$ cat src/rtl/core/k_combination_enumerator_defines.svh
// -----------------------------------------------------------------------------
// k_combination_enumerator_defines.svh
// Assertion macros for the top file of the combination enumerator.
// -----------------------------------------------------------------------------
`ifndef K_COMBINATION_ENUMERATOR_DEFINES_SVH
`define K_COMBINATION_ENUMERATOR_DEFINES_SVH

// Same-cycle implication, sampled on clk and disabled while arst_n is low.
`define KCE_ASSERT_NOW(lbl, ante, cons, msg) \
	lbl: assert property (@(posedge clk) disable iff (!arst_n) (ante) |-> (cons)) \
		else $error(msg);

// Next-cycle implication, sampled on clk and disabled while arst_n is low.
`define KCE_ASSERT_NEXT(lbl, ante, cons, msg) \
	lbl: assert property (@(posedge clk) disable iff (!arst_n) (ante) |=> (cons)) \
		else $error(msg);

`endif

$ cat src/rtl/core/kce_pkg.sv
// -----------------------------------------------------------------------------
// kce_pkg
// Types and codes shared by the modules of the combination enumerator.
// -----------------------------------------------------------------------------
package kce_pkg;

	// Fixed field widths.
	localparam int CMD_W   = 2;
	localparam int ENTRY_W = 4;
	localparam int ELEM_W  = 32;
	localparam int CFG_W   = 5;
	localparam int REG_W   = 2;
	localparam int STAT_W  = 2;

	// Command codes.
	localparam logic [CMD_W-1:0] CMD_LOAD    = 2'd0;
	localparam logic [CMD_W-1:0] CMD_RESTART = 2'd1;
	localparam logic [CMD_W-1:0] CMD_NEXT    = 2'd2;

	// Status codes.
	localparam logic [STAT_W-1:0] STAT_OK          = 2'd0;
	localparam logic [STAT_W-1:0] STAT_NOT_STARTED = 2'd1;
	localparam logic [STAT_W-1:0] STAT_EXHAUSTED   = 2'd2;

	// Configuration register indexes.
	localparam logic [REG_W-1:0] REG_SET_SIZE    = 2'd0;
	localparam logic [REG_W-1:0] REG_SUBSET_SIZE = 2'd1;
	localparam logic [REG_W-1:0] REG_OUTPUT_MODE = 2'd2;

	// Output mode codes.
	localparam logic MODE_INDEX = 1'b0;
	localparam logic MODE_VALUE = 1'b1;

	// Sequencer states.
	typedef enum logic [3:0] {
		ST_IDLE,
		ST_INIT,
		ST_SCAN_RD,
		ST_SCAN_CHK,
		ST_FILL,
		ST_EMIT_RD,
		ST_EMIT_ADDR,
		ST_EMIT_LOAD,
		ST_WAIT
	} kce_state_t;

	// Result word request from the sequencer to the output register.
	typedef struct packed {
		logic              load;
		logic [STAT_W-1:0] status;
		logic              last;
		logic              more;
	} kce_out_t;

endpackage

$ cat src/rtl/core/kce_ram.sv
// -----------------------------------------------------------------------------
// kce_ram
// Generic single-write, single-read RAM with a registered read port.
// -----------------------------------------------------------------------------
module kce_ram #(
	parameter int WIDTH = 32,
	parameter int DEPTH = 16
) (
	input  logic                     clk,
	input  logic                     we,
	input  logic [$clog2(DEPTH)-1:0] waddr,
	input  logic [WIDTH-1:0]         wdata,
	input  logic [$clog2(DEPTH)-1:0] raddr,
	output logic [WIDTH-1:0]         rdata
);

	logic [WIDTH-1:0] mem_q [DEPTH];
	logic [WIDTH-1:0] rdata_q;

	// Write port.
	always_ff @(posedge clk) begin
		if (we) begin
			mem_q[waddr] <= wdata;
		end
	end

	// Registered read port.
	always_ff @(posedge clk) begin
		rdata_q <= mem_q[raddr];
	end

	assign rdata = rdata_q;

endmodule

$ cat src/rtl/core/kce_cmp.sv
// -----------------------------------------------------------------------------
// kce_cmp
// Shared limit compare: tells whether a position can still be advanced.
// -----------------------------------------------------------------------------
module kce_cmp #(
	parameter int NW = 5,
	parameter int PW = 4
) (
	input  logic [NW-1:0] n_eff,
	input  logic [NW-1:0] k_eff,
	input  logic [PW-1:0] idx,
	input  logic [PW-1:0] pos,
	output logic          below
);

	logic [NW-1:0] limit;

	// Position i may still move while it lies below n - k + i.
	assign limit = (n_eff - k_eff) + NW'(idx);
	assign below = NW'(pos) < limit;

endmodule

$ cat src/rtl/core/kce_ctrl.sv
// -----------------------------------------------------------------------------
// kce_ctrl
// Sequencer that scans, advances and emits the position table one entry at a time.
// -----------------------------------------------------------------------------
module kce_ctrl
	import kce_pkg::*;
#(
	parameter int MAX_SET = 16
) (
	input  logic                          clk,
	input  logic                          arst_n,
	input  logic                          s_valid,
	input  logic [CMD_W-1:0]              cmd,
	output logic                          ready,
	input  logic [$clog2(MAX_SET+1)-1:0]  n_eff,
	input  logic [$clog2(MAX_SET+1)-1:0]  k_eff,
	input  logic [$clog2(MAX_SET)-1:0]    pos_rdata,
	output logic                          pos_we,
	output logic [$clog2(MAX_SET)-1:0]    pos_addr,
	output logic [$clog2(MAX_SET)-1:0]    pos_wdata,
	output logic [$clog2(MAX_SET)-1:0]    elem_pos,
	input  logic                          out_taken,
	output kce_out_t                      out_req
);

	localparam int PW = $clog2(MAX_SET);
	localparam int NW = $clog2(MAX_SET + 1);

	kce_state_t    state_q, state_d;
	logic [PW-1:0] idx_q;
	logic [NW-1:0] val_q;
	logic [PW-1:0] elem_pos_q;
	logic          started_q, first_q, exhausted_q;
	logic          more_q, scan_more_q;

	logic          accept;
	logic          below;
	logic          idx_zero;
	logic          fill_done;
	logic [PW-1:0] idx_top;

	assign accept    = s_valid && ready;
	assign idx_zero  = (idx_q == '0);
	assign idx_top   = PW'(k_eff - NW'(1));
	assign fill_done = (idx_q == idx_top);

	// Shared compare unit used by both the pivot scan and the lookahead scan.
	kce_cmp #(
		.NW (NW),
		.PW (PW)
	) u_cmp (
		.n_eff (n_eff),
		.k_eff (k_eff),
		.idx   (idx_q),
		.pos   (pos_rdata),
		.below (below)
	);

	// Next state.
	always_comb begin
		state_d = state_q;
		case (state_q)
			ST_IDLE: begin
				if (accept) begin
					case (cmd)
						CMD_RESTART: state_d = ST_INIT;
						CMD_NEXT: begin
							state_d = (!started_q || exhausted_q) ? ST_WAIT : ST_SCAN_RD;
						end
						default: state_d = ST_IDLE;
					endcase
				end
			end
			ST_INIT: begin
				if (idx_q == PW'(MAX_SET - 1)) state_d = ST_IDLE;
			end
			ST_SCAN_RD: state_d = ST_SCAN_CHK;
			ST_SCAN_CHK: begin
				if (below) begin
					state_d = scan_more_q ? ST_EMIT_RD : ST_FILL;
				end else if (idx_zero) begin
					state_d = scan_more_q ? ST_EMIT_RD : ST_WAIT;
				end else begin
					state_d = ST_SCAN_RD;
				end
			end
			ST_FILL: begin
				if (fill_done) state_d = ST_SCAN_RD;
			end
			ST_EMIT_RD:   state_d = ST_EMIT_ADDR;
			ST_EMIT_ADDR: state_d = ST_EMIT_LOAD;
			ST_EMIT_LOAD: state_d = ST_WAIT;
			ST_WAIT: begin
				if (out_taken) state_d = idx_zero ? ST_IDLE : ST_EMIT_RD;
			end
			default: state_d = ST_IDLE;
		endcase
	end

	// Outputs: position table access and result word requests.
	always_comb begin
		ready          = (state_q == ST_IDLE);
		pos_addr       = idx_q;
		pos_we         = 1'b0;
		pos_wdata      = idx_q;
		out_req.load   = 1'b0;
		out_req.status = STAT_OK;
		out_req.last   = 1'b1;
		out_req.more   = 1'b0;
		case (state_q)
			ST_IDLE: begin
				if (accept && cmd == CMD_NEXT && (!started_q || exhausted_q)) begin
					out_req.load   = 1'b1;
					out_req.status = started_q ? STAT_EXHAUSTED : STAT_NOT_STARTED;
				end
			end
			ST_INIT: pos_we = 1'b1;
			ST_FILL: begin
				pos_we    = 1'b1;
				pos_wdata = val_q[PW-1:0];
			end
			ST_SCAN_CHK: begin
				if (!below && idx_zero && !scan_more_q) begin
					out_req.load   = 1'b1;
					out_req.status = STAT_EXHAUSTED;
				end
			end
			ST_EMIT_LOAD: begin
				out_req.load = 1'b1;
				out_req.last = idx_zero;
				out_req.more = more_q;
			end
			default: ;
		endcase
	end

	// Control registers.
	always_ff @(posedge clk or negedge arst_n) begin
		if (!arst_n) begin
			state_q     <= ST_IDLE;
			idx_q       <= '0;
			started_q   <= 1'b0;
			first_q     <= 1'b0;
			exhausted_q <= 1'b0;
			more_q      <= 1'b0;
			scan_more_q <= 1'b0;
		end else begin
			state_q <= state_d;
			case (state_q)
				ST_IDLE: begin
					if (accept && cmd == CMD_RESTART) begin
						idx_q       <= '0;
						started_q   <= 1'b1;
						first_q     <= 1'b1;
						exhausted_q <= 1'b0;
					end else if (accept && cmd == CMD_NEXT) begin
						if (!started_q || exhausted_q) begin
							idx_q <= '0;
						end else begin
							// The first combination after a restart skips the advance.
							idx_q       <= idx_top;
							scan_more_q <= first_q;
							first_q     <= 1'b0;
						end
					end
				end
				ST_INIT: idx_q <= idx_q + PW'(1);
				ST_SCAN_CHK: begin
					if (below) begin
						if (scan_more_q) begin
							more_q <= 1'b1;
							idx_q  <= idx_top;
						end
					end else if (idx_zero) begin
						exhausted_q <= 1'b1;
						if (scan_more_q) begin
							more_q <= 1'b0;
							idx_q  <= idx_top;
						end
					end else begin
						idx_q <= idx_q - PW'(1);
					end
				end
				ST_FILL: begin
					if (fill_done) begin
						idx_q       <= idx_top;
						scan_more_q <= 1'b1;
					end else begin
						idx_q <= idx_q + PW'(1);
					end
				end
				ST_WAIT: begin
					if (out_taken && !idx_zero) idx_q <= idx_q - PW'(1);
				end
				default: ;
			endcase
		end
	end

	// Working values: the running fill value and the position being emitted.
	always_ff @(posedge clk) begin
		if (state_q == ST_SCAN_CHK && below && !scan_more_q) begin
			val_q <= NW'(pos_rdata) + NW'(1);
		end else if (state_q == ST_FILL) begin
			val_q <= val_q + NW'(1);
		end
		if (state_q == ST_EMIT_ADDR) begin
			elem_pos_q <= pos_rdata;
		end
	end

	assign elem_pos = elem_pos_q;

endmodule

$ cat src/rtl/core/k_combination_enumerator.sv
// -----------------------------------------------------------------------------
// k_combination_enumerator
// Lexicographic k-combination successor over a loadable table of signed values.
// -----------------------------------------------------------------------------
// Channel  Dir  Handshake           Contents
// s_       in   s_tvalid/s_tready   tuser command; tdata entry_index, entry_value
// m_       out  m_tvalid/m_tready   tdata element; tlast last_of_run;
//                                   tuser more_follow, status
// cfg_     in   cfg_valid/cfg_ready cfg_index register, cfg_data value
//
// A load is written straight into the set table; a restart refills the position table with 0..MAX_SET-1.
// A next scans the positions down for the pivot, rewrites the positions from the pivot up, then
// scans again (lookahead) and emits one word per element, paced by the single position-table port
// and the shared compare; a next with nothing left to enumerate is answered with a status word.
// The input is ready only while the sequencer is idle; a stalled output word holds the block.
// Reset clears the control state and loads the register defaults; the tables are not cleared.
// -----------------------------------------------------------------------------
module k_combination_enumerator
	import kce_pkg::*;
#(
	parameter int MAX_SET    = 16,
	parameter int VALUE_BITS = 32
) (
	input  logic              clk,
	input  logic              arst_n,
	// Input words.
	input  logic              s_tvalid,
	output logic              s_tready,
	input  logic [39:0]       s_tdata,   // [3:0] entry_index, [35:4] entry_value, rest zero
	input  logic [CMD_W-1:0]  s_tuser,   // [1:0] command
	// Result words.
	output logic              m_tvalid,
	input  logic              m_tready,
	output logic [ELEM_W-1:0] m_tdata,   // [31:0] element
	output logic              m_tlast,
	output logic [2:0]        m_tuser,   // [0] more_follow, [2:1] status
	// Configuration writes.
	input  logic              cfg_valid,
	output logic              cfg_ready,
	input  logic [REG_W-1:0]  cfg_index,
	input  logic [CFG_W-1:0]  cfg_data
);

`include "k_combination_enumerator_defines.svh"

	localparam int PW = $clog2(MAX_SET);
	localparam int NW = $clog2(MAX_SET + 1);

	logic [CFG_W-1:0]      set_size_q, subset_size_q;
	logic                  output_mode_q;
	logic [NW-1:0]         n_eff, k_eff;

	logic [ENTRY_W-1:0]    entry_index;
	logic signed [ELEM_W-1:0] entry_value;
	logic                  tbl_we;
	logic [VALUE_BITS-1:0] tbl_wdata, tbl_rdata;
	logic [ELEM_W-1:0]     value_ext;

	logic                  pos_we;
	logic [PW-1:0]         pos_addr, pos_wdata, pos_rdata, elem_pos;
	kce_out_t              out_req;
	logic                  out_taken;

	logic                  m_valid_q;
	logic [ELEM_W-1:0]     elem_q;
	logic                  last_q, more_q;
	logic [STAT_W-1:0]     status_q;

	assign entry_index = s_tdata[3:0];
	assign entry_value = s_tdata[35:4];

	// Configuration registers; writes to unknown indexes are dropped.
	assign cfg_ready = 1'b1;
	always_ff @(posedge clk or negedge arst_n) begin
		if (!arst_n) begin
			set_size_q    <= CFG_W'(16);
			subset_size_q <= CFG_W'(1);
			output_mode_q <= MODE_VALUE;
		end else if (cfg_valid && cfg_ready) begin
			case (cfg_index)
				REG_SET_SIZE:    set_size_q    <= cfg_data;
				REG_SUBSET_SIZE: subset_size_q <= cfg_data;
				REG_OUTPUT_MODE: output_mode_q <= cfg_data[0];
				default: ;
			endcase
		end
	end

	// Clamp n to 1..MAX_SET and k to 1..n.
	always_comb begin
		if (set_size_q == '0) begin
			n_eff = NW'(1);
		end else if (32'(set_size_q) > MAX_SET) begin
			n_eff = NW'(MAX_SET);
		end else begin
			n_eff = NW'(set_size_q);
		end
		if (subset_size_q == '0) begin
			k_eff = NW'(1);
		end else if (32'(subset_size_q) > 32'(n_eff)) begin
			k_eff = n_eff;
		end else begin
			k_eff = NW'(subset_size_q);
		end
	end

	// Value width conversion on the way into and out of the set table.
	generate
		if (VALUE_BITS >= ELEM_W) begin : g_wide
			assign tbl_wdata = VALUE_BITS'(entry_value);
			assign value_ext = tbl_rdata[ELEM_W-1:0];
		end else begin : g_narrow
			assign tbl_wdata = entry_value[VALUE_BITS-1:0];
			assign value_ext = {{(ELEM_W-VALUE_BITS){tbl_rdata[VALUE_BITS-1]}}, tbl_rdata};
		end
	endgenerate

	// Loads go straight into the set table; slots past the table are ignored.
	assign tbl_we = s_tvalid && s_tready && (s_tuser == CMD_LOAD)
		&& (32'(entry_index) < MAX_SET);

	kce_ram #(
		.WIDTH (VALUE_BITS),
		.DEPTH (MAX_SET)
	) u_set_table (
		.clk   (clk),
		.we    (tbl_we),
		.waddr (PW'(entry_index)),
		.wdata (tbl_wdata),
		.raddr (pos_rdata),
		.rdata (tbl_rdata)
	);

	kce_ram #(
		.WIDTH (PW),
		.DEPTH (MAX_SET)
	) u_positions (
		.clk   (clk),
		.we    (pos_we),
		.waddr (pos_addr),
		.wdata (pos_wdata),
		.raddr (pos_addr),
		.rdata (pos_rdata)
	);

	kce_ctrl #(
		.MAX_SET (MAX_SET)
	) u_ctrl (
		.clk       (clk),
		.arst_n    (arst_n),
		.s_valid   (s_tvalid),
		.cmd       (s_tuser),
		.ready     (s_tready),
		.n_eff     (n_eff),
		.k_eff     (k_eff),
		.pos_rdata (pos_rdata),
		.pos_we    (pos_we),
		.pos_addr  (pos_addr),
		.pos_wdata (pos_wdata),
		.elem_pos  (elem_pos),
		.out_taken (out_taken),
		.out_req   (out_req)
	);

	// Output word register.
	assign out_taken = m_valid_q && m_tready;

	always_ff @(posedge clk or negedge arst_n) begin
		if (!arst_n) begin
			m_valid_q <= 1'b0;
		end else if (out_req.load) begin
			m_valid_q <= 1'b1;
		end else if (out_taken) begin
			m_valid_q <= 1'b0;
		end
	end

	always_ff @(posedge clk) begin
		if (out_req.load) begin
			if (out_req.status != STAT_OK) begin
				elem_q <= '0;
			end else if (output_mode_q == MODE_VALUE) begin
				elem_q <= value_ext;
			end else begin
				elem_q <= ELEM_W'(elem_pos);
			end
			last_q   <= out_req.last;
			more_q   <= out_req.more;
			status_q <= out_req.status;
		end
	end

	assign m_tvalid = m_valid_q;
	assign m_tdata  = elem_q;
	assign m_tlast  = last_q;
	assign m_tuser  = {status_q, more_q};

	// The sequencer never takes a new command while a word is pending.
	`KCE_ASSERT_NOW(a_busy_not_ready, m_tvalid, !s_tready, "input ready while a word is pending")
	// A status word is a lone, empty, final word.
	`KCE_ASSERT_NOW(a_status_word, m_tvalid && m_tuser[2:1] != STAT_OK, m_tlast && !m_tuser[0] && m_tdata == '0, "malformed status word")
	// Once the final word of a run is taken, the block is idle again.
	`KCE_ASSERT_NEXT(a_run_end_idle, m_tvalid && m_tready && m_tlast, s_tready && !m_tvalid, "not idle after end of run")

endmodule
$ cat config.mk
export PLATFORM = sky130hd
export DESIGN_NAME = k_combination_enumerator
export DESIGN_NICKNAME = d
export VERILOG_FILES = /design/src/rtl/core/kce_pkg.sv /design/src/rtl/core/kce_ram.sv /design/src/rtl/core/kce_cmp.sv /design/src/rtl/core/kce_ctrl.sv /design/src/rtl/core/k_combination_enumerator.sv
export VERILOG_INCLUDE_DIRS = /design/src /design/src/rtl/core
export SDC_FILE = /design/constraint.sdc
export NUM_CORES = 1
export LEC_CHECK = 0
export BUFFER_PORTS_ARGS = -buffer_cell sky130_fd_sc_hd__buf_4
export CORE_MARGIN = 5
export CORE_UTILIZATION = 57
export DETAILED_ROUTE_END_ITERATION = 8
export GPL_TIMING_DRIVEN = 0
export PLACE_DENSITY = 0.74
export SYNTH_ARGS = -nofsm -noshare
export SYNTH_HDL_FRONTEND = slang
export SYNTH_SLANG_ARGS = --single-unit
$ cat constraint.sdc
create_clock -name clk -period 8.2 [get_ports clk]
set_clock_uncertainty 0.05 [all_clocks]
set_input_delay 0.82 -clock clk [delete_from_list [all_inputs] [get_ports clk]]
set_output_delay 0.82 -clock clk [all_outputs]
set_load 0.01 [all_outputs]
======== Word-level counts from Yosys, hierarchy flattened ========
Memory sizes are Yosys's and may differ from the RTL's. A register that Yosys moved wholly into a read port is not among the register bits.
Cells that the tools add are included.
cells by class
  add/sub/neg operators ................... 7
  multipliers ............................. 0
  divide/modulo/power cells ............... 0
  magnitude comparators ................... 3
  equal/unequal tests ..................... 27
  shift-type cells ........................ 0
  muxes and demuxes ....................... 57
  bitwise operators ....................... 1
  reductions and logical operators ........ 42
operator list
  operator             number
  $mux 4               18
  $pmux 4 s9           1
  $mux 5               6
  $mux 1               22
  $pmux 4 s5           1
  $eq 4x3->1 const B   4
  $ne 2x2->1 const B   7
  $reduce_bool 2->1    7
  $logic_and 1x1->1    11
  $logic_not 5->1      2
  $ne 2x1->1 const B   5
  $mux 3               3
  $reduce_and 3->1     3
  $eq 4x2->1 const B   2
  $eq 4x4->1 const B   2
  $logic_not 4->1      2
  $pmux 4 s2           1
  $reduce_and 2->1     4
  $reduce_and 4->1     2
  $sub 4x1->4 const B  2
  $add 4x1->5 const B  1
  $add 5x1->5 const B  1
  $add 5x4->5          1
  $gt 5x5->1           1
  20 further kinds     28
storage, ports and cells
  bits in registers ....................... 70
  bits in latches ......................... 0
  memory bits (writable) .................. 576
  bits in read-only memories .............. 0
  input bits .............................. 54
  output and inout bits ................... 39
  logic and storage cells ................. 157
  memories kept ........................... 2
memories
  memory             words  width  rd ports  clocked after Yosys merged registers in  write ports  line           text
  u_set_table.mem_q  16     32     1         1                                        1            kce_ram.sv:17  logic [WIDTH-1:0] mem_q [DEPTH];
  u_positions.mem_q  16     4      1         1                                        1            kce_ram.sv:17

======== Logic depth before layout (Yosys ltp) ========
Gate-level depths: netlist of run 1.
  depth in word-level cells ............... 16
  gate-level depth with buffers ........... 25
  depth with buffers taken out ............ 24

======== Hierarchy ========
A second synthesis of run 1 with hierarchy kept.
second synthesis, totals
  cell total of the unflattened synthesis .. 1,358
  area, all modules ....................... 26,695.6 um^2
by module, submodules not included
  module                    times used  cells each  area an instance (um^2)  seq. area each (um^2)
  kce_ram at u_set_table    1           838         19,835.3                 16,015.4
  kce_ram at u_positions    1           130         2,666.3                  2,001.9
  k_combination_enumerator  1           151         2,079.5                  1,385.1
  kce_ctrl                  1           197         1,778.0                  565.5
  kce_cmp                   1           42          336.6                    0.0

======== Worst setup path before layout of run 1 ========
Ideal clock, no wire load.
  path kind ............................... reg2reg
  start point ............................. register set_size_q[4]
  end point ............................... register elem_q[0], in the netlist m_tdata[0] (enable)
  setup time .............................. 0.435 ns
  arrival ................................. 5.557 ns
  data required time ...................... 7.715 ns
  path slack .............................. 2.158 ns
  cell stages (with the launch flop) ...... 24
  path buffers ............................ 1
  period minus slack after synthesis ...... 6.042 ns
  cells stage by stage .................... dfstp_2 > inv_1 > nand2_1 > ha_1 > nor2b_1 > o211ai_1 > a21o_1 > nand2_1 > o21a_1 > or2_2 > inv_1 > fa_1 > inv_1 > ha_1 > a21o_1 > a21oi_1 > xor2_1 > ha_1 > a21oi_1 > nor3_2 > nand3_1 > o21a_1 > clkbuf_1 > o21ai_1
RTL lines
  item                      line                             text
  start: declaration        k_combination_enumerator.sv:49   logic [CFG_W-1:0] set_size_q, subset_size_q;
  start signal: assignment  k_combination_enumerator.sv:81   REG_SET_SIZE: set_size_q <= cfg_data;
  end signal: assignment    k_combination_enumerator.sv:183  elem_q <= value_ext;
  end signal: assignment    k_combination_enumerator.sv:185  elem_q <= ELEM_W'(elem_pos);
  end: declaration          k_combination_enumerator.sv:65   logic [ELEM_W-1:0] elem_q;

======== Worst setup path in the final report of run 1 ========
  start point ............................. register set_size_q[4]
  end point ............................... register elem_q[21], in the netlist m_tdata[21] (data pin)
between the ends
  longest elaborated chain between the ends .. 16
  elaborated cells between the ends (all ways) .. 17
  classes of those cells .................. add/sub (2); order compare (3); mux (6); reduce/logical (6)
RTL lines
  item                              line                             text
  $gt 5x5->1                        k_combination_enumerator.sv:93   end else if (32'(set_size_q) > MAX_SET) begin
  $mux 5                            k_combination_enumerator.sv:93
  $mux 5 *                          k_combination_enumerator.sv:91   if (set_size_q == '0) begin
  $gt 5x5->1                        k_combination_enumerator.sv:100  end else if (32'(subset_size_q) > 32'(n_eff)) begin
  $mux 5                            k_combination_enumerator.sv:100
  $mux 5                            k_combination_enumerator.sv:98   if (subset_size_q == '0) begin
  $sub 5x5->5 *                     kce_cmp.sv:19                    assign limit = (n_eff - k_eff) + NW'(idx);
  $add 5x4->5 *                     kce_cmp.sv:19
  $lt 4x5->1 *                      kce_cmp.sv:20                    assign below = NW'(pos) < limit;
  $logic_not 1->1 *                 kce_ctrl.sv:123                  if (!below && idx_zero && !scan_more_q) begin
  $logic_and 1x1->1 * (2 in a row)  kce_ctrl.sv:123
  $mux 3 *                          kce_ctrl.sv:123
  $pmux 2 s2 *                      kce_ctrl.sv:110                  case (state_q)
  $reduce_bool 2->1 *               k_combination_enumerator.sv:180  if (out_req.status != STAT_OK) begin
  $reduce_or 2->1 (no line) *       --
Every way passes the cells marked *; elsewhere a longest branch is shown, timed or not.
A chain may end at the register's enable or synchronous reset.

==> summary.txt, run 1 <==
status: complete, no violations
PwrDens: 338 nW/um2
htree depth: 3
largest cells by area after synthesis: edfxtp_1, mux4_2, dfxtp_1, dfrtp_1, ha_1
VDD IR max: 0.000228 V
1st-iter DRT viols: 1654
Reg area: 20000 um2
Clock Sinks: 681
adder-cell share of the synthesized area: 1.43%
vias: 13600
Synth Register Bits: 681
Fmax achieved: 154 MHz
fillers: 2975
Slew @ Worst Pin: 1.28 ns
Worst-path clk slew: 0.06 ns
endpoint type of the worst setup path: register
proportion of synthesized area in mux cells: 16.0%
synth unique cells: 66
Post-Synth Simple-Gate Area: 3.59%
Root Driver: clkbuf_16
Arr. time, crit path: 6.89 ns
Cell Rows: 79
unrepaired setup endpoints after global routing: false
WP data required: 8.58 ns
Post-synth ARST share: 3.67%
Critical Path Start Type: register
yosys warns: 0
Final Wtd Congestion: 0.903
vias in the first global route: 13800
Primary FF master, synth: edfxtp_1
Synth top area share: 69.8%
Pins Over Slew Limit: 0
Post-CTS Setup Inserts: 0
Slew HR: 14.7%
Max clock buf depth: 3
pin count of the biggest net entering global routing: 26
WL final: 60.0 mm
Crit Path Category: reg -> reg
number of buffers created by CTS: 68
R2R cell count: 24
largest family of logic cells by synthesized area: multiplexers
min cycle time layout: 6.51 ns
DIE WIDTH: 226 um
hold crit path type: in -> async
initial antenna violation count: 2
syn_nets: 1369
later-pin clock latency in the skew report: 0.61 ns
Setup violations, final: 0
Detailed Routing Iterations Pass 1: 6
grt ovf: 0
routed len/inst: 28.1 um
sequential share of the synthesized area: 74.9%
Antenna Nets Post-Route: 0
post-CTS resize count: 0
Compound-Gate Fraction of Synth Area: 2.29%
GRT Resource Usage Total: 24.0%
io pins: 93
post-synth top area cell: edfxtp_1
die height: 226 um
drt via density: 6.35
Synth-to-Final Area Change: 16.1%
CTS tree: done
first-pass GRT wire length: 89.4 mm
Post-Synth XOR/XNOR Area: 0.465%
synthesized instance count: 1287
DP Area: 28700 um2
endpoints failing hold: 0
port buffer count: 87
syn_area_per_cell: 20.7 um2
dpl hpwl: 37.8 mm
Design Area, Final: 31000 um2
Residual DRC: 0
proportion of layout cells with a drive suffix above 1: 28.7%
Critical Path Fanout Max: 10
final net count: 1557
Pleak: 10.3 nW
die area: 51200 um2
core area: 46500 um2
Core Util, Final: 66.6%
Post-synth EDFFs: 620
footprint of the multi-input gates: 6470 um2
initial core utilization: 57.4%
max capacitance violation total: 0
Netlist Area Pre-Place: 26700 um2
fin crit share: 79.4%
# hold bufs at CTS: 0
-- cell families after synthesis --
kind of cell / after synthesis
flops: 681
mux: 201
simple gates: 190
buf+inv: 89
compound gates: 85
fa+ha+maj: 28
xor+xnor: 12
other cells: 1
-- cell usage after synthesis (5+ instances only) --
cell and number:
a21oi_1 10, nor3_1 16, mux2_2 10, buf_1 17, nor2_1 49, xnor2_1 6
and2_1 6, dfxtp_1 36, and3_1 31, a21o_1 9, clkbuf_1 43, o21ai_0 18
o211ai_1 5, ha_1 24, xor2_1 5, mux4_2 180, mux2i_1 9, dfrtp_1 22
nand2b_1 9, nand2_1 46, nand3_1 9, edfxtp_1 620, a31oi_1 6, inv_1 26
-- flip-flops by register name (all words and copies together) (netlist names) --
name,flops
u_set_table.mem_q,512
u_positions.mem_q,64
m_tdata,32
u_set_table.rdata,32
set_size_q,5
subset_size_q,5
u_ctrl.elem_pos,4
u_ctrl.pos_addr,4
u_ctrl.state_q,4
u_ctrl.val_q,4
u_positions.rdata,4
status_q,2
m_tlast,1
m_tvalid,1
more_q,1
output_mode_q,1
u_ctrl.exhausted_q,1
u_ctrl.first_q,1
u_ctrl.more_q,1
u_ctrl.scan_more_q,1
u_ctrl.started_q,1
-- power by group --
part           internal (mW)  total [mW]  switching (mW)
Sequential              4.09        4.19          0.0986
Combinational           1.42        3.11            1.69
Clock                   1.89        3.16            1.27
Total                   7.39        10.5            3.06
-- per-stage QoR --
stage	worst slack [ns]	hold WS [ns]	cells	total power, mW	setup TNS, ns
5_1_grt	1.26	0.0967	2135	10.9	0
3_3_place_gp	-0.0430	0.375	1981	7.28	-1.33
4_1_cts	1.60	0.0796	2135	10.5	0
3_5_place_dp	1.68	0.378	2012	7.36	0
2_1_floorplan	2.16	0.356	1287	6.45	0
6_report	1.69	0.0846	2136	10.5	0
-- per-layer routing --
metal | share of wire [%] | vias up | GRT usage [%] | wire length (um)
li1 | - | 5674 | - | -
met1 | 39 | 7124 | 33.1 | 23400
met2 | 52 | 635 | 40.5 | 31000
met3 | 7.0 | 118 | 4.57 | 4230
met4 | 2.4 | 2 | 6.21 | 1420
met5 | 0.022 | - | 0 | 13
-- critical path, cell delays in order (launching register included) --
cell      delay [ns]
dfstp_2         0.61
inv_1           0.14
nand2_1         0.18
ha_1            0.27
nor2b_1         0.14
o211ai_1        0.25
a21o_1          0.25
nand2_1         0.07
o21a_1          0.09
or2_2           0.30
inv_1           0.09
fa_1            0.41
inv_1           0.10
fa_1            0.42
inv_1           0.07
ha_1            0.21
a21o_1          0.15
a21o_1          0.17
a21oi_1         0.24
nor3_2          0.14
nand3_1         0.20
o21a_1          0.27
clkbuf_1        0.58
clkbuf_1        0.63
and3_1          0.31
-- path summary, 6_finish.rpt --
kind / start / to / slack (ns)
min: arst_n / m_tvalid / 0.08
min reg2reg: u_positions.rdata[0] / u_ctrl.elem_pos[0] / 0.41
min in group clk: u_positions.rdata[0] / u_ctrl.elem_pos[0] / 0.41
max: set_size_q[4] / m_tdata[21] / 1.69
max reg2reg: set_size_q[4] / m_tdata[21] / 1.69
max in group asynchronous: arst_n / set_size_q[4] / 7.68
-- area by class of cell --
type                            count  area share [%]
Clock buffer                       85            5.84
Timing Repair Buffer              118            3.70
Sequential cell                   681            64.5
Clock inverter                     38            1.48
Inverter                           26           0.315
Buffer                             63           0.792
Multi-Input combinational cell    517            20.9
Antenna cell                        1         0.00808
Tap cell                          607            2.45
-- cells in the final DEF, fill, tap and decap left out, types with 10 or more instances in the layout --
cell,n
clkbuf_1,57
clkinv_1,18
edfxtp_1,620
dfxtp_1,36
dfrtp_1,22
nor2_4,12
buf_6,12
o21ai_0,14
nor2_1,37
buf_4,92
buf_1,17
bufinv_16,10
mux2_2,10
and3_1,31
ha_1,24
nor3_1,12
inv_1,26
mux4_2,180
clkbuf_16,69
a21oi_1,10
nand2_1,46
Note: power is estimated with default switching activity, not from simulation.
==> inputs of run 2 (changes only) <==
--- a/config.mk
+++ b/config.mk
@@ -8,10 +8,10 @@
 export LEC_CHECK = 0
 export BUFFER_PORTS_ARGS = -buffer_cell sky130_fd_sc_hd__buf_4
 export CORE_MARGIN = 5
-export CORE_UTILIZATION = 57
+export CORE_UTILIZATION = 56
 export DETAILED_ROUTE_END_ITERATION = 8
 export GPL_TIMING_DRIVEN = 0
-export PLACE_DENSITY = 0.74
+export PLACE_DENSITY = 0.76
 export SYNTH_ARGS = -nofsm -noshare
 export SYNTH_HDL_FRONTEND = slang
 export SYNTH_SLANG_ARGS = --single-unit
==> constraint.sdc (replaced) <==
create_clock -name clk -period 5.6 [get_ports clk]
set_clock_uncertainty 0.05 [all_clocks]
set_input_delay 0.56 -clock clk [delete_from_list [all_inputs] [get_ports clk]]
set_output_delay 0.56 -clock clk [all_outputs]
set_load 0.01 [all_outputs]
==> run 2 against run 1 <==
  * Final area is 0.10% higher
  * Global-route usage is 0.45 points lower
  * Combinational power is 53% higher
  * Sequential share of layout area is 0.068 points lower
  * Die area is 1.7% higher
  * Flip-flop and latch count stayed put
  * Largest cell class unchanged
  * Highest routed layer unchanged
==> summary.txt, run 2 (synthesis results as in run 1) <==
Top Family by Delay on Critical Path: adder cells
CP max stage cell: dfstp_2
hold crit path type: in -> reg
crit path from: set_size_q[4]
WL final: 61.1 mm
Cell Rows: 80
routed len/inst: 28.3 um
die height: 228 um
Max clock buf depth: 3
initial antenna violation count: 3
endpoints failing hold: 0
Final Wtd Congestion: 0.885
CP cell instances: inv_2, nand2_2, ha_1, nor2b_1, o211ai_1, a21o_1, nand2_1, o21a_1, or2_2, inv_1, fa_1, inv_1, fa_1, inv_1, ha_1, a21o_1, a21o_1, a21oi_4, nor3_4, nand2b_1, buf_6, mux2_1, ha_1, xnor2_1
worst path bufs/invs: 5
Core Util, Final: 65.3%
pin count of the biggest net entering global routing: 26
Critical Path Start Type: register
max capacitance violation total: 0
Pleak: 10.3 nW
final net count: 1570
Critical Path Fanout Max: 7
core area: 47400 um2
Reg area: 20000 um2
commonest cells after routing, fill and taps aside: edfxtp_1, mux4_2, buf_4
r2r endpoint: u_ctrl.val_q[2]
fin crit share: 96.1%
drt via density: 6.32
Clock Sinks: 681
Antenna Nets Post-Route: 0
Pins Over Slew Limit: 0
min cycle time layout: 5.38 ns
Hold Worst Slack: 0.172 ns
1st-iter DRT viols: 1598
R2R cell count: 24
first-pass GRT wire length: 91.2 mm
Detailed Routing Iterations Pass 1: 5
WP data required: 5.89 ns
DIE WIDTH: 228 um
PwrDens: 491 nW/um2
endpoint type of the worst setup path: register
Setup crit end: u_ctrl.val_q[2]
Slew HR: 17.7%
Crit path depth: 24
Arr. time, crit path: 5.67 ns
Antenna Cells: 0
dpl ws: -0.953 ns
Synth-to-Final Area Change: 16.2%
final worst slack: 0.219 ns
Setup violations, final: 0
Crit Path Category: reg -> reg
commonest non-fill, non-tap cell in the layout: edfxtp_1
slowest stage delay, CP: 0.57 ns
Root Driver: clkbuf_16
die area: 52100 um2
Finished Layout Cells: 2158
later-pin clock latency in the skew report: 0.61 ns
Worst-path clk slew: 0.06 ns
number of buffers created by CTS: 68
Residual DRC: 0
Slew @ Worst Pin: 1.23 ns
Largest Register: u_set_table.mem_q
Largest register FFs: 512
initial core utilization: 56.2%
CTS tree: done
fillers: 3045
proportion of layout cells with a drive suffix above 1: 30.1%
Largest regs: u_set_table.mem_q: 512 flops, u_positions.mem_q: 64 flops
status: complete, no violations
port buffer count: 87
dpl cells: 2022
dpl hpwl: 37.7 mm
htree depth: 3
r2r setup slk: 0.22 ns
grt ovf: 0
VDD IR max: 0.000322 V
io pins: 93
RR Startpoint: set_size_q[4]
footprint of the multi-input gates: 6530 um2
setup TNS: 0 ns
Fmax achieved: 186 MHz
GRT Resource Usage Total: 23.6%
vias: 13600
vias in the first global route: 14300
## run 2: changes by cell type in the layout (fill, tap and decap cells not counted), moves of 3 or more
cell       before  now
clkbuf_1       57   64
clkbuf_8        2    9
bufinv_16      10    0
buf_6          12   15
clkinv_1       18    7
clkinv_2        5    8
buf_4          92  101
## run 2: final cells by class
class	count	share of cell area (%)
repair buffers	131	4.03
inverters	26	0.315
well taps	615	2.48
clock inverters	23	0.501
clock buffers	102	6.30
multi-input cells	517	21.1
flip-flops and latches	681	64.4
plain buffers	63	0.860
## run 2: what timing repair did
action                     in CTS  in global routing
buffers inserted                3                  7
pin swaps                       1                  4
setup endpoints to repair      68                 71
hold endpoints to repair       22                  0
gates resized for setup        10                 12
hold buffers                    1                  0
## run 2: stage by stage
| stage | power (mW) | cell area (um2) |
|---|---|---|
| after floorplan | 9.45 | 26700 |
| after global routing | 15.9 | 31000 |
| after global placement | 10.6 | 28100 |
| after CTS | 15.3 | 30900 |
| final | 15.2 | 31000 |
| after detailed placement | 10.8 | 28700 |
## run 2: worst min path at each step
stage / start / end / slack [ns] / depth (start not counted)
2_1_floorplan: arst_n / m_tvalid / 0.21 / 0
3_3_place_gp: u_positions.rdata[0] / u_ctrl.elem_pos[0] / 0.37 / 0
3_5_place_dp: u_positions.rdata[0] / u_ctrl.elem_pos[0] / 0.37 / 0
4_1_cts: cfg_data[1] / subset_size_q[1] / 0.14 / 2
5_1_grt: cfg_data[1] / subset_size_q[1] / 0.15 / 2
6_report: cfg_data[1] / subset_size_q[1] / 0.17 / 2
## run 2: metal layers
layer	track usage [%]	up-vias	part of all wire [%]
met4	6.81	6	2.8
met1	30.8	7140	38
li1	-	5689	-
met5	0	-	0.056
met2	40.4	683	52
met3	5.43	118	7.8
## run 2: report_power, final
group	internal [mW]	switching [mW]	leakage (nW)
combinational	2.19	2.57	3.10
clock	2.43	1.89	1.03
sequential	5.99	0.150	6.18
